$ cat src/rtl/core/prf_pkg.sv
package prf_pkg;

	localparam int WIDTH = 16;
	localparam int EXP_W = 4;
	localparam logic [EXP_W-1:0] EXP_MAX = '1;

	typedef struct packed {
		logic             start;
		logic [WIDTH-1:0] dividend;
		logic [WIDTH-1:0] divisor;
	} div_req_t;

	typedef struct packed {
		logic             done;
		logic [WIDTH-1:0] quotient;
		logic [WIDTH-1:0] remainder;
	} div_rsp_t;

	typedef struct packed {
		logic [WIDTH-1:0] factor;
		logic [EXP_W-1:0] exponent;
		logic             trivial;
		logic             last;
	} pair_t;

endpackage

$ cat src/rtl/core/prf_div.sv
module prf_div
	import prf_pkg::*;
(
	input  logic     clk,
	input  logic     arst_n,
	input  div_req_t req,
	output div_rsp_t rsp
);

	localparam int CNT_W = $clog2(WIDTH);

	logic             busy_q;
	logic             done_q;
	logic [CNT_W-1:0] cnt_q;
	logic [WIDTH-1:0] rem_q;
	logic [WIDTH-1:0] quo_q;
	logic [WIDTH+1:0] diff;

	// restoring step: one quotient bit a cycle
	assign diff = {1'b0, rem_q, quo_q[WIDTH-1]} - {2'b00, req.divisor};

	always_ff @(posedge clk or negedge arst_n) begin
		if (!arst_n) begin
			busy_q <= 1'b0;
			done_q <= 1'b0;
			cnt_q  <= '0;
			rem_q  <= '0;
			quo_q  <= '0;
		end else begin
			done_q <= 1'b0;
			if (req.start) begin
				busy_q <= 1'b1;
				cnt_q  <= '0;
				rem_q  <= '0;
				quo_q  <= req.dividend;
			end else if (busy_q) begin
				if (diff[WIDTH+1]) begin
					rem_q <= {rem_q[WIDTH-2:0], quo_q[WIDTH-1]};
				end else begin
					rem_q <= diff[WIDTH-1:0];
				end
				quo_q <= {quo_q[WIDTH-2:0], ~diff[WIDTH+1]};
				cnt_q <= cnt_q + 1'b1;
				if (cnt_q == CNT_W'(WIDTH - 1)) begin
					busy_q <= 1'b0;
					done_q <= 1'b1;
				end
			end
		end
	end

	assign rsp.done      = done_q;
	assign rsp.quotient  = quo_q;
	assign rsp.remainder = rem_q;

endmodule

$ cat src/rtl/core/prime_factorizer.sv
// channel | dir | tdata (lsb up)              | side bands
// s       | in  | number[15:0]                | -
// m       | out | factor[15:0], exponent[19:16], pad | tuser = no_factor_found, tlast
//
// Each trial divisor of a number takes a square compare, a divider start and a restoring
// division in the single divider, which runs once more for every time the divisor
// divides. Worst case is a prime near 65535.
// arst_n clears the sequencer and both beat registers.
// s_tready is high only while idle; a held m beat stalls the sequencer only when
// it next has a pair to write.
module prime_factorizer
	import prf_pkg::*;
(
	input  logic        clk,
	input  logic        arst_n,
	input  logic        s_tvalid,
	output logic        s_tready,
	input  logic [15:0] s_tdata,  // number
	output logic        m_tvalid,
	input  logic        m_tready,
	output logic [23:0] m_tdata,  // factor, exponent, zero pad
	output logic        m_tuser,  // no_factor_found
	output logic        m_tlast
);

	localparam logic [3:0] S_IDLE  = 4'd0;
	localparam logic [3:0] S_CMP   = 4'd1;
	localparam logic [3:0] S_DST   = 4'd2;
	localparam logic [3:0] S_DIV   = 4'd3;
	localparam logic [3:0] S_PAIR  = 4'd4;
	localparam logic [3:0] S_FIN   = 4'd5;
	localparam logic [3:0] S_FLUSH = 4'd6;
	localparam logic [3:0] S_TRIV1 = 4'd7;
	localparam logic [3:0] S_TRIV2 = 4'd8;

	logic [3:0]       state_q;
	logic [WIDTH-1:0] n_q;
	logic [WIDTH-1:0] rem_q;
	logic [WIDTH-1:0] d_q;
	logic [EXP_W-1:0] exp_q;
	logic             pend_v_q;
	pair_t            pend_q;
	logic             out_v_q;
	pair_t            out_q;
	logic [2*WIDTH-1:0] sq;
	logic             tail;
	div_req_t         div_req;
	div_rsp_t         div_rsp;

	assign sq   = (2*WIDTH)'(d_q) * (2*WIDTH)'(d_q);
	assign tail = (rem_q > WIDTH'(1)) && (rem_q != n_q);

	assign div_req.start    = (state_q == S_DST);
	assign div_req.dividend = rem_q;
	assign div_req.divisor  = d_q;

	prf_div u_div (
		.clk    (clk),
		.arst_n (arst_n),
		.req    (div_req),
		.rsp    (div_rsp)
	);

	always_ff @(posedge clk or negedge arst_n) begin
		if (!arst_n) begin
			state_q  <= S_IDLE;
			n_q      <= '0;
			rem_q    <= '0;
			d_q      <= '0;
			exp_q    <= '0;
			pend_v_q <= 1'b0;
			pend_q   <= '0;
			out_v_q  <= 1'b0;
			out_q    <= '0;
		end else begin
			if (m_tready) begin
				out_v_q <= 1'b0;
			end
			unique case (state_q)
				S_IDLE: begin
					if (s_tvalid) begin
						n_q      <= s_tdata;
						rem_q    <= s_tdata;
						d_q      <= WIDTH'(2);
						exp_q    <= '0;
						pend_v_q <= 1'b0;
						state_q  <= S_CMP;
					end
				end
				S_CMP: begin
					if (sq > (2*WIDTH)'(rem_q)) begin
						state_q <= S_FIN;
					end else begin
						state_q <= S_DST;
					end
				end
				S_DST: begin
					state_q <= S_DIV;
				end
				S_DIV: begin
					if (div_rsp.done) begin
						if (div_rsp.remainder == '0) begin
							rem_q   <= div_rsp.quotient;
							exp_q   <= (exp_q == EXP_MAX) ? exp_q : exp_q + 1'b1;
							state_q <= S_DST;
						end else if (exp_q != '0) begin
							state_q <= S_PAIR;
						end else begin
							d_q     <= d_q + 1'b1;
							state_q <= S_CMP;
						end
					end
				end
				S_PAIR: begin
					if (!pend_v_q || !out_v_q) begin
						if (pend_v_q) begin
							out_q   <= pend_q;
							out_v_q <= 1'b1;
						end
						pend_v_q <= 1'b1;
						pend_q   <= '{factor: d_q, exponent: exp_q, trivial: 1'b0, last: 1'b0};
						exp_q    <= '0;
						d_q      <= d_q + 1'b1;
						state_q  <= S_CMP;
					end
				end
				S_FIN: begin
					if (!tail) begin
						state_q <= S_FLUSH;
					end else if (!pend_v_q || !out_v_q) begin
						if (pend_v_q) begin
							out_q   <= pend_q;
							out_v_q <= 1'b1;
						end
						pend_v_q <= 1'b1;
						pend_q   <= '{factor: rem_q, exponent: EXP_W'(1), trivial: 1'b0,
							last: 1'b0};
						state_q  <= S_FLUSH;
					end
				end
				S_FLUSH: begin
					if (!pend_v_q) begin
						state_q <= S_TRIV1;
					end else if (!out_v_q) begin
						out_q    <= '{factor: pend_q.factor, exponent: pend_q.exponent,
							trivial: pend_q.trivial, last: 1'b1};
						out_v_q  <= 1'b1;
						pend_v_q <= 1'b0;
						state_q  <= S_IDLE;
					end
				end
				S_TRIV1: begin
					if (!out_v_q) begin
						out_v_q <= 1'b1;
						if (n_q == '0) begin
							out_q   <= '{factor: '0, exponent: EXP_W'(1), trivial: 1'b1,
								last: 1'b0};
							state_q <= S_TRIV2;
						end else if (n_q == WIDTH'(1)) begin
							out_q   <= '{factor: WIDTH'(1), exponent: EXP_W'(1), trivial: 1'b1,
								last: 1'b1};
							state_q <= S_IDLE;
						end else begin
							out_q   <= '{factor: WIDTH'(1), exponent: EXP_W'(1), trivial: 1'b1,
								last: 1'b0};
							state_q <= S_TRIV2;
						end
					end
				end
				S_TRIV2: begin
					if (!out_v_q) begin
						out_v_q <= 1'b1;
						if (n_q == '0) begin
							out_q <= '{factor: WIDTH'(1), exponent: EXP_W'(1), trivial: 1'b1,
								last: 1'b1};
						end else begin
							out_q <= '{factor: n_q, exponent: EXP_W'(1), trivial: 1'b1,
								last: 1'b1};
						end
						state_q <= S_IDLE;
					end
				end
				default: begin
					state_q <= S_IDLE;
				end
			endcase
		end
	end

	assign s_tready = (state_q == S_IDLE);
	assign m_tvalid = out_v_q;
	assign m_tdata  = {4'd0, out_q.exponent, out_q.factor};
	assign m_tuser  = out_q.trivial;
	assign m_tlast  = out_q.last;

	a_done_in_div: assert property (@(posedge clk) disable iff (!arst_n)
		div_rsp.done |-> state_q == S_DIV)
		else $error("divider finished outside division wait");

	a_idle_no_pend: assert property (@(posedge clk) disable iff (!arst_n)
		state_q == S_IDLE |-> !pend_v_q)
		else $error("pair left pending while idle");

	a_exp_nonzero: assert property (@(posedge clk) disable iff (!arst_n)
		m_tvalid |-> m_tdata[19:16] != 4'd0)
		else $error("zero exponent on output beat");

	a_start_pair: assert property (@(posedge clk) disable iff (!arst_n)
		(s_tvalid && s_tready) |=> state_q == S_CMP && d_q == WIDTH'(2))
		else $error("accepted number did not start at divisor two");

endmodule
$ cat config.mk
export PLATFORM = sky130hd
export DESIGN_NAME = prime_factorizer
export DESIGN_NICKNAME = d
export VERILOG_FILES = /design/src/rtl/core/prf_pkg.sv /design/src/rtl/core/prf_div.sv /design/src/rtl/core/prime_factorizer.sv
export SDC_FILE = /design/constraint.sdc
export NUM_CORES = 1
export LEC_CHECK = 0
export ABC_CLOCK_PERIOD_IN_PS = 15500
export BUFFER_PORTS_ARGS = -buffer_cell sky130_fd_sc_hd__buf_2
export CAP_MARGIN = 20
export CORE_MARGIN = 8
export CORE_UTILIZATION = 55
export DETAILED_ROUTE_END_ITERATION = 16
export GPL_ROUTABILITY_DRIVEN = 0
export PLACE_DENSITY = 0.82
export SETUP_SLACK_MARGIN = 0.1
export SYNTH_ARGS = -nofsm -noshare
export SYNTH_HDL_FRONTEND = slang
export SYNTH_HIERARCHICAL = 1
export SYNTH_SLANG_ARGS = --single-unit
$ cat constraint.sdc
create_clock -name clk -period 15.5 [get_ports clk]
set_input_delay 0.775 -clock clk [delete_from_list [all_inputs] [get_ports clk]]
set_output_delay 0.775 -clock clk [all_outputs]
set_load 0.1 [all_outputs]
Word-level counts from Yosys, hierarchy flattened:

Cells that the tools add are included.
Widths: inputs -> output; s select.

* divide/modulo/power cells: 0
* bitwise operators: 1
* shift operators: 0
* add/sub/neg operators: 4
* eq/ne operators: 26
* $lt $le $gt $ge: 2
* $mul: 1
* multiplexer cells: 71
* reduce and logical (&&, ||, !) cells: 23

Operators by type and width (count)
* $mux 22: 11
* $mux 16: 13
* $pmux 22 s5: 1
* $mux 4: 17
* $pmux 16 s3: 1
* $pmux 22 s2: 1
* $pmux 4 s9: 1
* $gt 32x16->1: 1
* $logic_not 16->1: 2
* $mul 16x16->32: 1
* $pmux 16 s2: 1
* $ne 2x2->1 const B: 12
* $mux 1: 18
* $reduce_and 6->1: 3
* $sub 17x16->18: 1
* $add 16x1->16 const B: 1
* $eq 16x1->1 const B: 1
* $eq 4x3->1 const B: 4
* $gt 16x1->1 const B: 1
* $ne 16x16->1: 1
* $eq 4x4->1 const B: 3
* $pmux 4 s3: 1
* $mux 3: 3
* $add 4x1->4 const B: 2
* 20 further kinds: 27

* RAM bits: 0
* flip-flop bits (word level): 140
* latch bits: 0
* input port bits: 20
* memories: 0
* logic and storage cells: 148
* memory bits (read-only): 0

Logic depth before layout (Yosys ltp):

* depth in word-level cells: 5
* gate-level depth with buffers: 31
* mapped depth without buffers: 29

Cells and area by module:

Netlist, hierarchy kept.

By module, submodules not included
* prime_factorizer: cells an instance 1454, instances 1, area each 13042.5 sq um
* prf_div: cells an instance 305, instances 1, area each 2656.3 sq um

Worst setup path before layout:

No wires, ideal clock.

* kind: register to register
* from: register d_q[6]
* to: register state_q[1]
* slack: 8.660 ns
* arrival: 6.754 ns
* period minus slack after synthesis: 6.840 ns
* cell stages (with the launch flop): 31
* cell sequence: dfrtp_1 clkbuf_1 clkbuf_1 nand2_1 fa_1 inv_1 fa_1 inv_1 fa_1 inv_1 fa_1 fa_1 inv_1 fa_1 inv_1 ha_1 buf_2 a21oi_1 o21ai_0 o21bai_1 xor2_1 ha_1 nand4_1 nor3_1 o21ai_0 o211a_1 a21oi_1 nor4_1 nand4_1 or2_1 o221ai_2

* cells in the longest elaborated chain, start to end: 4

Ends and longest elaborated chain
* from (decl): line prime_factorizer.sv:39 `logic [WIDTH-1:0] d_q;`
* from (signal assigned): line prime_factorizer.sv:109 `d_q <= d_q + 1'b1;`
* from (signal assigned): line prime_factorizer.sv:123 `d_q <= d_q + 1'b1;`
* $mul 16x16->32: line prime_factorizer.sv:50 `assign sq = (2*WIDTH)'(d_q) * (2*WIDTH)'(d_q);`
* $gt 32x16->1: line prime_factorizer.sv:91 `if (sq > (2*WIDTH)'(rem_q)) begin`
* $mux 3: line prime_factorizer.sv:91
* $pmux 4 s9: line prime_factorizer.sv:79 `unique case (state_q)`
* to (signal assigned): line prime_factorizer.sv:92 `state_q <= S_FIN;`
* to (signal assigned): line prime_factorizer.sv:94 `state_q <= S_DST;`
* to (signal assigned): line prime_factorizer.sv:98 `state_q <= S_DIV;`
* to (decl): line prime_factorizer.sv:36 `logic [3:0] state_q;`

Every way passes these cells.
A chain may end at the register's enable or synchronous reset.

Worst setup path in the final report:

* from: register d_q[9]
* to: register state_q[2]

Same word-level chain as after synthesis.

==> results.yml <==
global_routing:
  busiest_layer: "met2"
  grt_use_met1: 0.292
  antenna_found_initial: 0
  grt_pass1_wl_microns: 65700
  overflow: 0
  met2_usage: 0.411
  grt_pass1_vias: 13100
  use_met3: 0.0449
  grt_max_degree: 77
  grt_usage: 0.241
sta:
  fin_skew_ps: 16.0
  setup_tns_ps: 0
  finalSetupViolCount: 0
  period_share: 0.490
  drv_slew: 0
  hold_viol: 0
  slew_headroom: 0.336
  worst_slew_pin_slew_ps: 996
  period_needed_ps: 7590
  holdWs_ps: 313
  grt_setup_unrepaired: "false"
  fmax_mhz: 132
power:
  irDropWorstVdd_v: 0.0000804
  leakage_uw: 0.00865
  power_density_nw_per_um2: 135
  power.total_uw: 2260
routing:
  vias: 12800
  wl_microns: 40000
  wire_per_inst_microns: 18.6
  drt_iter0_drc: 1305
  drt_pass1_iterations: 7
  drc: 0
  avgViaCountPerCell: 5.95
  postRouteAntennaNets: 0
final_layout:
  antenna_cells: 0
  drive_gt1_frac: 0.0914
  nets: 2069
  fin_area_sq_um: 16700
  instances_no_fill: 2145
  area_delta_synth_final_pct: 6.56
  fill_cells: 2377
cts:
  cts_root_buffer: "clkbuf_16"
  clk_latency_ps: 450
  cts_resized: 0
  clkSinkCount: 138
  clockBufferDepth: 2
  ctsHoldBuffers: 0
  clkSlewWorstSetupHoldPaths_ps: 80
  cts_setup_buffers: 0
  cts_tree: "done"
  numCtsBuffers: 17
  htree_levels: 4
logic_synthesis:
  syn_inst: 1759
  async_flop_share: 1.00
  ys_ff_latch: 138
  synth_edf_count: 0
  yosysSeqAreaShare: 0.220
  yosysWarnings: 6
  synth.distinct_cells: 91
  ys.flop_type: "dfrtp_1"
  syn-cell-area_sq_um: 15700
  avgSynthCellArea_sq_um: 8.92
die:
  rows: 62
  fp.coreArea_sq_um: 28400
  die-width_microns: 185
  pin_count: 48
  start_util: 0.553
  die_y_microns: 185
  dieArea_sq_um: 34200
worst_setup_path:
  path_delay_family: "adder cells"
  cpMaxStageDelayCell: "dfrtp_1"
  start_kind: "flip-flop"
  max_stage_delay_ps: 920
  crit_required_ps: 15810
  crit_path_end_kind: "flip-flop"
  timing.critical_path.fanout_max: 21
  critical_path_class: "flip-flop to flip-flop"
  timing.critical_path.buf_inv: 6
  worst_ep_arrival_time_ps: 7900
run:
  drv_cap: 0
status:
  status: "completed"
placement:
  placed_area_sq_um: 16100
  hpwl_microns: 30300
  port_buffers: 43
  placed_cells: 2111
min_path:
  hold_path_class: "primary input to asynchronous set/reset pin"
-- cell usage after synthesis, types with 5 or more instances --
| master | count | area, sq um |
|---|---|---|
| buf_4 | 7 | 52.6 |
| o21ai_0 | 82 | 410 |
| ha_1 | 138 | 1730 |
| o21ai_1 | 6 | 30.0 |
| xnor2_1 | 30 | 263 |
| nor2b_1 | 12 | 75.1 |
| a21oi_2 | 7 | 61.3 |
| nand2_1 | 172 | 646 |
| or3_1 | 8 | 50.1 |
| dfrtp_1 | 138 | 3450 |
| nor3_1 | 12 | 60.1 |
| o21bai_1 | 6 | 45.0 |
| a31oi_1 | 9 | 56.3 |
| nand4_1 | 23 | 144 |
| or2_2 | 5 | 31.3 |
| a311oi_2 | 5 | 75.1 |
| mux2_2 | 21 | 236 |
| and2_1 | 41 | 257 |
| a21oi_1 | 92 | 460 |
| xor2_1 | 36 | 315 |
| mux2i_1 | 50 | 500 |
| buf_2 | 13 | 65.1 |
| nand3_1 | 24 | 120 |
| o31ai_1 | 5 | 37.5 |
| inv_1 | 289 | 1080 |
| a311oi_1 | 8 | 70.1 |
| nand2b_1 | 12 | 75.1 |
| clkbuf_1 | 57 | 214 |
| nor2_1 | 127 | 477 |
| a21o_1 | 19 | 143 |
| nor4_1 | 18 | 113 |
| fa_1 | 163 | 3260 |
| a22oi_1 | 17 | 128 |
| o211ai_1 | 5 | 37.5 |
| a211oi_1 | 9 | 67.6 |
-- sequential cells by signal, indices dropped and copies added (netlist names), 4 cells and up --
register / count
u_div/rem_q: 16
state_q: 4
d_q: 16
u_div/quo_q: 16
n_q: 16
u_div/cnt_q: 4
rem_q: 16
pend_q: 20
m_tdata: 20
exp_q: 4
-- worst paths after layout --
path	cells past startpoint	start	endpoint	slack, ps
max	26	d_q[9]	state_q[2]	7910
min	1	arst_n	d_q[5]	310
max reg2reg	26	d_q[9]	state_q[2]	7910
min reg2reg	1	pend_q[5]	pend_q[5]	510
max in group asynchronous	2	arst_n	u_div/busy_q	13740
min in group clk	1	pend_q[5]	pend_q[5]	510
-- power by group --
part	internal, uW	leakage (uW)	switching (uW)
registers	506	0.00172	200
logic	412	0.00664	733
clock network	217	0.000284	194
-- layer usage --
metal	wire [microns]	part of all wire	vias to the layer above
met4	1870	0.047	0
met2	19300	0.48	646
met5	0	0	-
met3	3350	0.084	150
li1	-	-	5752
met1	15400	0.39	6219
-- layout make-up --
type / count / area (sq um) / area share
tap: 384 / 480 / 0.0287
clock inverter: 15 / 175 / 0.0105
multi-input combinational: 1246 / 10800 / 0.644
sequential: 138 / 3450 / 0.207
inverter: 290 / 1090 / 0.0651
timing repair buffer: 55 / 339 / 0.0203
clock buffer: 17 / 425 / 0.0254
-- layout by cell type, fill, tap and decap left out, types with 12 or more instances in the layout --
cell type,Yosys,final
and2_1,41,41
a21o_1,19,19
inv_1,289,289
nor4_1,18,18
fa_1,163,163
dfrtp_1,138,137
xor2_1,36,36
clkbuf_16,0,17
nor2b_1,12,12
a21oi_1,92,92
nand4_1,23,23
mux2_2,21,21
nand2b_1,12,12
o21ai_0,82,81
nor2_1,127,126
nand2_1,172,172
a22oi_1,17,17
buf_2,13,42
ha_1,138,138
mux2i_1,50,50
xnor2_1,30,30
nand3_1,24,24
-- kinds of logic after synthesis --
| family | share of synthesized area |
|---|---|
| simple gates | 0.151 |
| buf+inv | 0.0968 |
| compound gates | 0.129 |
| fa+ha+maj | 0.318 |
| flops | 0.220 |
| mux | 0.0477 |
| xor+xnor | 0.0379 |
| other cells | 0.000239 |
-- per-stage QoR --
step,worst slack [ps],util
after detailed placement,8020,0.567
after CTS,7970,0.588
after global placement,8280,0.567
final,7910,0.589
after floorplan,8660,-
after global routing,7410,0.589
(Power assumes the default switching activity.)
